**src/sv/qmc_pkg.sv**
```systemverilog
// qmc_pkg: shared types and constants for the qubit measure/collapse unit.
// No dependencies.
`default_nettype none
package qmc_pkg;
    typedef enum logic [1:0] {
        FUNC_WRITE = 2'd0,
        FUNC_READ = 2'd1,
        FUNC_MEASURE = 2'd2,
        FUNC_POSTSELECT = 2'd3
    } func_t;

    localparam int unsigned PROB_W = 17;
    localparam int unsigned FACTOR_W = 25;
    localparam logic [PROB_W-1:0] ONE_Q16 = 17'd65536;

    // Controller to datapath.
    typedef struct packed {
        logic load;        // capture input beat
        logic clr_sum;     // clear accumulators
        logic acc_en;      // accumulate current read word
        logic pick;        // choose outcome and probability
        logic div_start;   // start 2^48/p division
        logic sqrt_start;  // start square root
        logic wr_scale;    // write scaled/cleared word
        logic rd_en;       // issue memory read at sweep index (input address when do_read)
        logic idx_clr;     // reset sweep index
        logic idx_inc;     // advance sweep index
        logic do_write;    // write input amplitude
        logic do_read;     // read at input address, not the sweep index
        logic out_load;    // load result register
    } qmc_cmd_t;

    // Datapath to controller.
    typedef struct packed {
        logic idx_last;
        logic div_done;
        logic sqrt_done;
        logic prob_zero;
    } qmc_stat_t;
endpackage
`default_nettype wire

```
**src/sv/qmc_ctrl.sv**
```systemverilog
// qmc_ctrl: sequencer for write, read, measure and postselect.
// Depends on qmc_pkg.
`default_nettype none
module qmc_ctrl (
    input  wire logic               clk,
    input  wire logic               rst_n,
    input  wire logic               valid,
    output logic                    ready,
    input  wire logic [1:0]         func,
    output logic                    out_valid,
    input  wire logic               out_ready,
    output qmc_pkg::qmc_cmd_t       cmd,
    input  wire qmc_pkg::qmc_stat_t stat
);
    import qmc_pkg::*;

    typedef enum logic [3:0] {
        S_IDLE, S_DISPATCH, S_RD_WAIT, S_SUM, S_DRAIN1, S_DRAIN2, S_DRAIN3,
        S_PICK, S_DIV, S_SQRT, S_COLL, S_COLL_LAST, S_RESULT, S_HOLD
    } state_t;

    state_t     state_reg;
    logic [1:0] func_reg;
    logic       out_valid_reg;

    assign ready     = (state_reg == S_IDLE);
    assign out_valid = out_valid_reg;

    always_comb
    begin
        cmd = '0;
        cmd.load = valid && ready;
        unique case (state_reg)
            S_IDLE: cmd.idx_clr = 1'b1;
            S_DISPATCH:
            begin
                if (func_reg == FUNC_WRITE)
                    cmd.do_write = 1'b1;
                else if (func_reg == FUNC_READ)
                begin
                    cmd.rd_en   = 1'b1;
                    cmd.do_read = 1'b1;
                end
                else
                    cmd.clr_sum = 1'b1;
            end
            S_RD_WAIT: ;
            S_SUM:
            begin
                cmd.rd_en   = 1'b1;
                cmd.acc_en  = 1'b1;
                cmd.idx_inc = 1'b1;
            end
            S_DRAIN1, S_DRAIN2: cmd.acc_en = 1'b1;
            S_DRAIN3: ;
            S_PICK: cmd.pick = 1'b1;
            S_DIV:
            begin
                cmd.idx_clr = 1'b1;
                cmd.div_start = 1'b0;
            end
            S_SQRT: ;
            S_COLL:
            begin
                cmd.rd_en    = 1'b1;
                cmd.idx_inc  = 1'b1;
                cmd.wr_scale = 1'b1;
            end
            S_COLL_LAST: cmd.wr_scale = 1'b1;
            S_RESULT: cmd.out_load = 1'b1;
            S_HOLD: ;
            default: ;
        endcase
    end

    logic div_go, sqrt_go;
    always_ff @(posedge clk or negedge rst_n)
    begin
        if (!rst_n)
        begin
            state_reg     <= S_IDLE;
            func_reg      <= FUNC_WRITE;
            out_valid_reg <= 1'b0;
            div_go        <= 1'b0;
            sqrt_go       <= 1'b0;
        end
        else
        begin
            div_go  <= 1'b0;
            sqrt_go <= 1'b0;
            unique case (state_reg)
                S_IDLE:
                    if (valid)
                    begin
                        func_reg  <= func;
                        state_reg <= S_DISPATCH;
                    end
                S_DISPATCH:
                    priority if (func_reg == FUNC_WRITE)
                        state_reg <= S_RESULT;
                    else if (func_reg == FUNC_READ)
                        state_reg <= S_RD_WAIT;
                    else
                        state_reg <= S_SUM;
                S_RD_WAIT: state_reg <= S_RESULT;
                S_SUM:
                    if (stat.idx_last)
                        state_reg <= S_DRAIN1;
                S_DRAIN1: state_reg <= S_DRAIN2;
                S_DRAIN2: state_reg <= S_DRAIN3;
                S_DRAIN3: state_reg <= S_PICK;
                S_PICK: state_reg <= S_DIV;
                S_DIV:
                begin
                    if (stat.prob_zero)
                        state_reg <= S_RESULT;
                    else
                    begin
                        div_go    <= 1'b1;
                        state_reg <= S_SQRT;
                    end
                end
                S_SQRT:
                begin
                    if (stat.div_done && !div_go)
                        sqrt_go <= 1'b1;
                    if (stat.sqrt_done && !sqrt_go)
                        state_reg <= S_COLL;
                end
                S_COLL:
                    if (stat.idx_last)
                        state_reg <= S_COLL_LAST;
                S_COLL_LAST: state_reg <= S_RESULT;
                S_RESULT:
                begin
                    out_valid_reg <= 1'b1;
                    state_reg     <= S_HOLD;
                end
                S_HOLD:
                    if (out_ready)
                    begin
                        out_valid_reg <= 1'b0;
                        state_reg     <= S_IDLE;
                    end
                default: state_reg <= S_IDLE;
            endcase
        end
    end

`ifndef SYNTHESIS
    a_out_hold: assert property (@(posedge clk) disable iff (!rst_n)
        out_valid |-> state_reg == S_HOLD) else $error("out_valid outside hold");
    a_ready_idle: assert property (@(posedge clk) disable iff (!rst_n)
        ready |-> !out_valid) else $error("ready while result pending");
    a_result_next: assert property (@(posedge clk) disable iff (!rst_n)
        state_reg == S_RESULT |=> out_valid) else $error("result not shown");
`endif
endmodule
`default_nettype wire

```
**config.mk**
```make
export PLATFORM = sky130hd
export DESIGN_NAME = qmc_ctrl
export DESIGN_NICKNAME = d
export VERILOG_FILES = /design/src/sv/qmc_pkg.sv /design/src/sv/qmc_ctrl.sv
export SDC_FILE = /design/constraint.sdc
export NUM_CORES = 1
export LEC_CHECK = 0
export ABC_AREA = 1
export BUFFER_PORTS_ARGS = -buffer_cell sky130_fd_sc_hd__buf_2
export CAP_MARGIN = 20
export CELL_PAD_IN_SITES_DETAIL_PLACEMENT = 1
export CELL_PAD_IN_SITES_GLOBAL_PLACEMENT = 2
export CORE_ASPECT_RATIO = 1.1
export CORE_MARGIN = 2
export CORE_UTILIZATION = 25
export DETAILED_ROUTE_END_ITERATION = 7
export PLACE_DENSITY = 0.81
export SYNTH_ARGS = -nofsm -noshare
export SYNTH_HDL_FRONTEND = slang
export SYNTH_SLANG_ARGS = --single-unit
```
**constraint.sdc**
```tcl
create_clock -name clk -period 3.1 [get_ports clk]
set_clock_uncertainty 0.1 [all_clocks]
set_input_delay 0 -clock clk [delete_from_list [all_inputs] [get_ports clk]]
set_output_delay 0 -clock clk [all_outputs]
set_load 0.02 [all_outputs]
```
Word level (Yosys, flattened, before mapping)
Cells that the tools add are included.
Operators by class
  equal/unequal tests: 19
  multiplexer cells: 29
  reduce and logical (&&, ||, !) cells: 16
Operators by type and width (count)
  4-bit case mux with 13 select lines: 1
  4-bit equality test, second input constant: 6
  4-bit two-way mux: 6
  1-bit two-way mux: 18
  4-bit by 3-bit equality test with 1-bit output, second input constant: 4
  2-bit != test, second input constant: 5
  4-bit by 2-bit equality test with 1-bit output, second input constant: 2
  2-bit OR reduction: 4
  5-bit AND reduction: 1
  4-bit by 1-bit equality test with 1-bit output, second input constant: 1
  4-bit logical NOT: 1
  1-bit case mux with 2 select lines: 2
  2-bit AND reduction: 2
  1-bit logical AND: 3
  3-bit two-way mux: 1
  3-bit OR reduction: 1
  2-bit by 1-bit equality test with 1-bit output, second input constant: 1
  1-bit logical NOT: 2
  2-bit logical NOT: 1
  2-bit two-way mux: 1
  2-bit nonzero test: 1
Word-level totals
  register bits after elaboration: 9
  input port bits: 10
  output and inout bits: 15

Logic depth before layout (Yosys ltp)
Gate-level depths: netlist of the first run.
  word-level depth: 4
  mapped depth: 9
  mapped depth without buffers: 9

Worst setup path before layout of the first run
No wires, ideal clock.
  path type: register -> output
  start: register state_reg[2]
  end: output port cmd[5] (netlist name)
  data arrival time: 1.292 ns
  required time: 3.000 ns
  setup slack: 1.708 ns
  cell stages (with the launch flop): 5
  buffers on the path: 0
  cells stage by stage: dfrtp_1 nor2_2 nand2_1 nor3_2 or2_2
RTL lines
  from (decl): line qmc_ctrl.sv:22  | state_t state_reg;
  from (signal assigned): line qmc_ctrl.sv:81  | state_reg <= S_IDLE;
  from (signal assigned): line qmc_ctrl.sv:96  | state_reg <= S_DISPATCH;
  from (signal assigned): line qmc_ctrl.sv:100  | state_reg <= S_RESULT;
  to (decl): line qmc_ctrl.sv:12  | output qmc_pkg::qmc_cmd_t cmd,

==> results.tsv, run 1 <==
metric	value	unit
drt-initial-drc-count	6	
grt_pass1_wl	3530	um
ys_seq_elements	9	
hp-class	in2reg	
largest_reg_flops	4	
synthDominantCellAreaShare	32.0	%
drv_slew	0	
multi_input_area	389	um2
drt-vias-per-instance	4.29	
dp.cells	168	
grt_overflow	0	
drt_first_pass_iters	2	
max_freq	600	MHz
cts_tree	built	
crit_arrival	1.57	ns
min_period	1.67	ns
gr-usage-all-layers	15.2	%
status	complete, but fails checks	
min_to	state_reg[2]	
maxCapViolations	0	
die_w	54.6	um
setup_viol	0	
initial_core_util	25.8	%
rsz0062_at_grt	false	
clk_path_buf_depth	2	
required	3.00	ns
htreeDepth	1	
row_count	20	
synth.avg_cell_area	6.18	um2
cts_hold_buf	6	
drc	0	
tns	0	ns
post_cts_buffers	0	
cts_root_buf	clkbuf_4	
ys_seq_area_share	32.0	%
criticalPathCategory	reg2out	
synth_area	704	um2
grt_pass1_vias	801	
synth_cell_types	19	
clk_pin_slew	0.06	ns
whs_path_depth	4	
portBuffers	22	
violations	negative hold slack	
diodes	0	
reg2reg_to	state_reg[2]	
cts_inserted_buffers	3	
fin_cells	178	
place_congestion	0.924	
pin_count	25	
antenna_found_initial	0	
dieArea	3260	um2
ff2ff_setup_slack	1.63	ns
wl_per_cell	11.5	um
synth_cells	114	
setup.worst_path.start_class	flop	
r2r_cells	8	
grt_max_degree	10	
finalPower	886	uW
ys_warn_count	0	
hold_viol_final	1	
holdWs	-0.00539	ns
wl	2050	um
area_growth	32.1	%
dieHeight	59.7	um
vdd_drop_max	0.319	mV
hp-start	out_ready	
synth_area_leaders	dfrtp_1 (32%), nand2_1 (20%), inv_1 (9.6%), nor2_1 (9.1%), nand3_1 (5.0%)	
yosysTopAreaCell	dfrtp_1	
detailed_place.area	845	um2
final_cell_area	931	um2
final_nets	156	
post_cts_resized	0	
insertion_delay	0.26	ns
path_max_fanout	6	
layout-drive-gt1-share	29.0	%
fin_crit_sh	53.8	%
core_area	2730	um2
register_area	225	um2
end_kind	output pin	
fill_cells	362	
p_leak	0.000590	uW
cpPeakStageDelay	0.46	ns
r2r-start	state_reg[2]	
slowest_stage	dfrtp_1	
powerDensity	952	nW/um2
route.antenna.remaining_nets	0	
dp_hpwl	1760	um
via_count	763	
cts.sinks	9	
worstPathCellList	nor2_2 -> nand2_1 -> nor3_2 -> or2_2 -> buf_2	
==> kinds of logic (layout without fill, tap and decap cells) <==
group	after synthesis	in the layout	share of synthesized area, %
simple gates	77	77	51.0
buf+inv	23	53	13.3
flops	9	9	32.0
compound gates	4	4	3.20
other cells	1	2	0.532
==> critical path: cells and delay by family, from the launching register on <==
family | cells | cell delay [ns]
buffers and inverters | 1 | 0.15
DFF | 1 | 0.46
and+or+nand+nor | 4 | 0.69
==> final cells by class <==
cell class                 count  share of cell area (%)
tap                           33                    4.44
inverter                      21                    8.47
timing repair buffer          28                    18.3
clock buffer                   4                    2.82
sequential                     9                    24.2
multi-input combinational     83                    41.8
==> stage by stage <==
stage,worst slack (ns),utilization [%]
after floorplan,1.71,-
after global placement,1.63,31.0
after detailed placement,1.61,31.0
after CTS,1.41,34.1
after global routing,1.29,34.1
final,1.43,34.1
==> placed cells by master, fill, tap and decap left out <==
cell           Yosys  final
buf_2              0     22
clkbuf_1           0      1
clkbuf_4           0      3
conb_1             1      2
dfrtp_1            9      9
dlygate4sd3_1      0      6
inv_1             18     18
inv_2              3      3
nand2_1           37     37
nand2_2            3      3
nand2_4            2      2
nand3_1            7      7
nand3_2            1      1
nand4_1            1      1
nor2_1            17     17
nor2_2             5      5
nor2_4             1      1
nor3_1             1      1
nor3_2             1      1
o211ai_1           1      1
o21ai_0            3      3
or2_2              1      1
==> metal layers <==
| metal | vias up | GRT usage (%) | wire length [um] |
|---|---|---|---|
| met2 | 20 | 27.4 | 1090 |
| met1 | 342 | 17.4 | 853 |
| met4 | 0 | 3.21 | 9 |
| met5 | - | 0 | 0 |
| met3 | 2 | 4.00 | 93 |
| li1 | 399 | - | - |
==> power by group <==
group          switching (uW)  leakage (uW)  internal, uW
clock                    41.4     0.0000150          49.6
combinational             389      0.000463           184
sequential               55.8      0.000112           167
==> worst max-delay path by stage <==
| stage | startpoint | end | slack, ns | cells after the start |
|---|---|---|---|---|
| global placement | state_reg[2] | state_reg[2] | 1.63 | 8 |
| detailed placement | state_reg[2] | state_reg[2] | 1.61 | 8 |
| floorplan | state_reg[2] | cmd[5] | 1.71 | 4 |
| CTS | state_reg[2] | cmd[5] | 1.41 | 5 |
| finish | state_reg[2] | cmd[5] | 1.43 | 5 |
| global route | state_reg[2] | cmd[5] | 1.29 | 5 |
==> cells in the mapped netlist (all sizes together) <==
cell and number:
inv 21, buf 2, o21ai 3, nand4 1, nand2 42, nor3 2
or2 1, o211ai 1, nor2 23, conb 1, nand3 8, dfrtp 9
No activity file was read; power rests on OpenSTA's default activity.
==> run 2: changes to the inputs <==
- CORE_UTILIZATION: 25 -> 24
- PLACE_DENSITY: 0.81 -> 0.78
- clock period: 3.1 -> 1.7 ns (I/O delays scaled with it)
==> run 2 against run 1 <==
  * The flow now finishes without violations
  * Power rose by 97%
  * Sequential share of layout area decreased by 0.63 points
  * Critical path depth rose by 1
  * Critical endpoint unchanged
==> results.tsv, run 2 (synthesis results as in run 1) <==
metric	value	unit	change
via_count	775		+1.6%
status	completed		
worstPathCellList	nand2_2 -> inv_1 -> nand2_2 -> nand2_4 -> or2_2 -> buf_2		
setup_viol	0		unchanged
portBuffers	22		unchanged
diodes	0		unchanged
drt-vias-per-instance	4.31		+0.44%
clk_pin_slew	0.07	ns	about the same
dp_hpwl	1810	um	+2.8%
required	1.60	ns	-1.40 ns
htreeDepth	1		unchanged
min_period	1.64	ns	
mostFrequentLayoutCells	nand2_1 (36), buf_2 (22), inv_1 (17)		
cts.sinks	9		unchanged
slowest_stage	dfrtp_2		
wl	2240	um	+9.3%
core_area	2780	um2	+1.8%
largest_reg_flops	4		unchanged
r2r-start	state_reg[1]		
fill_cells	380		+5.0%
end_kind	output pin		
crit_top_cell	nand2_2		
die_w	55.7	um	+1.9%
dp_slack	0.210	ns	-1.40 ns
cts_root_buf	clkbuf_4		
path_max_fanout	5		-1
worst_slack	0.0554	ns	-1.38 ns
grt_pass1_vias	776		-3.1%
dieArea	3380	um2	+3.9%
reg2reg_to	state_reg[2]		
powerDensity	1790	nW/um2	+88%
max_freq	608	MHz	
rsz0062_at_grt	true		
setup.worst_path.start_class	flop		
layout-drive-gt1-share	36.7	%	+7.8 points
p_leak	0.000601	uW	+1.8%
grt_pass1_wl	3510	um	-0.37%
insertion_delay	0.27	ns	about the same
area_growth	38.7	%	
wl_per_cell	12.5	um	+8.0%
cpPeakStageDelay	0.47	ns	about the same
grt_overflow	0		unchanged
hold_viol_final	0		-1
dieHeight	60.8	um	+1.9%
antenna_found_initial	0		unchanged
maxCapViolations	0		unchanged
row_count	20		unchanged
layout_commonest_cell	nand2_1		
gr-usage-all-layers	13.7	%	-1.5 points
drc	0		unchanged
final_cell_area	977	um2	+5.0%
fin_util	35.2	%	+1.1 points
multi_input_area	414	um2	+6.4%
vdd_drop_max	0.603	mV	+89%
initial_core_util	25.4	%	-0.47 points
hp-class	in2async		
route.antenna.remaining_nets	0		unchanged
fin_crit_sh	96.7	%	
r2r_cells	8		unchanged
detailed_place.area	860	um2	+1.8%
drt_first_pass_iters	4		+2
cts_tree	built		
post_cts_buffers	0		unchanged
pin_count	25		unchanged
crit_arrival	1.54	ns	-0.03 ns
grt_max_degree	10		unchanged
register_area	230	um2	+2.2%
final_nets	158		+1.3%
clk_path_buf_depth	2		unchanged
cts_inserted_buffers	3		unchanged
drv_slew	0		unchanged
place_congestion	0.796		-14%
criticalPathCategory	reg2out		
ff2ff_setup_slack	0.17	ns	-1.46 ns
finalPower	1750	uW	+97%
drt-initial-drc-count	11		+5
run 2: cell count changes in the layout (fill, tap and decap cells not counted), sizes merged:
cell,delta
buf,+2
clkinv,+1
clkbuf,-1
run 2: critical path, delay by kind of cell, from the launching register on:
| kind | cells | cell delay [ns] |
|---|---|---|
| flip-flops | 1 | 0.47 |
| buffers and inverters | 2 | 0.22 |
| AND/OR/NAND/NOR | 4 | 0.59 |
run 2: area by class of cell:
class                      instances  share of cell area [%]
inverter                          21                    8.07
multi-input combinational         83                    42.4
timing repair buffer              30                    19.0
sequential                         9                    23.6
clock buffer                       3                    2.30
tap                               33                    4.23
clock inverter                     1                   0.512
run 2: power by group:
| part | internal, uW | total, uW | switching (uW) |
|---|---|---|---|
| logic | 390 | 1140 | 747 |
| registers | 313 | 439 | 126 |
| clock network | 87.1 | 174 | 87.1 |
| total | 790 | 1750 | 960 |
run 2: what timing repair did:
| item | CTS | global route |
|---|---|---|
| setup endpoints to repair | 0 | 4 |
| resized for setup | 0 | 12 |
| hold buffers | 6 | 0 |
| endpoints found under the hold margin | 14 | 0 |
run 2: metrics by stage:
step	std cells	hold slack [ns]	setup TNS, ns
after floorplan	115	-0.396	0
after CTS	180	0.0116	0
final	180	0.0103	0
after global placement	170	-0.230	0
after global routing	180	0.0339	-0.00874
after detailed placement	170	-0.228	0
run 2: worst max-delay path by stage:
stage | from | endpoint | slack [ns] | cells past startpoint
global route | state_reg[0] | cmd[5] | -0.009 | 6
global placement | state_reg[3] | state_reg[2] | 0.24 | 9
CTS | state_reg[0] | cmd[5] | 0.02 | 6
finish | state_reg[1] | cmd[5] | 0.06 | 6
floorplan | state_reg[2] | cmd[5] | 0.31 | 4
detailed placement | state_reg[2] | state_reg[2] | 0.21 | 8
run 2: metal layers:
| metal | up-vias | GRT usage [%] | wire length, um |
|---|---|---|---|
| met2 | 20 | 26.4 | 1100 |
| met5 | - | 0 | 0 |
| met1 | 354 | 15.7 | 1040 |
| met3 | 2 | 4.05 | 98 |
| met4 | 0 | 1.05 | 6 |
| li1 | 399 | - | - |
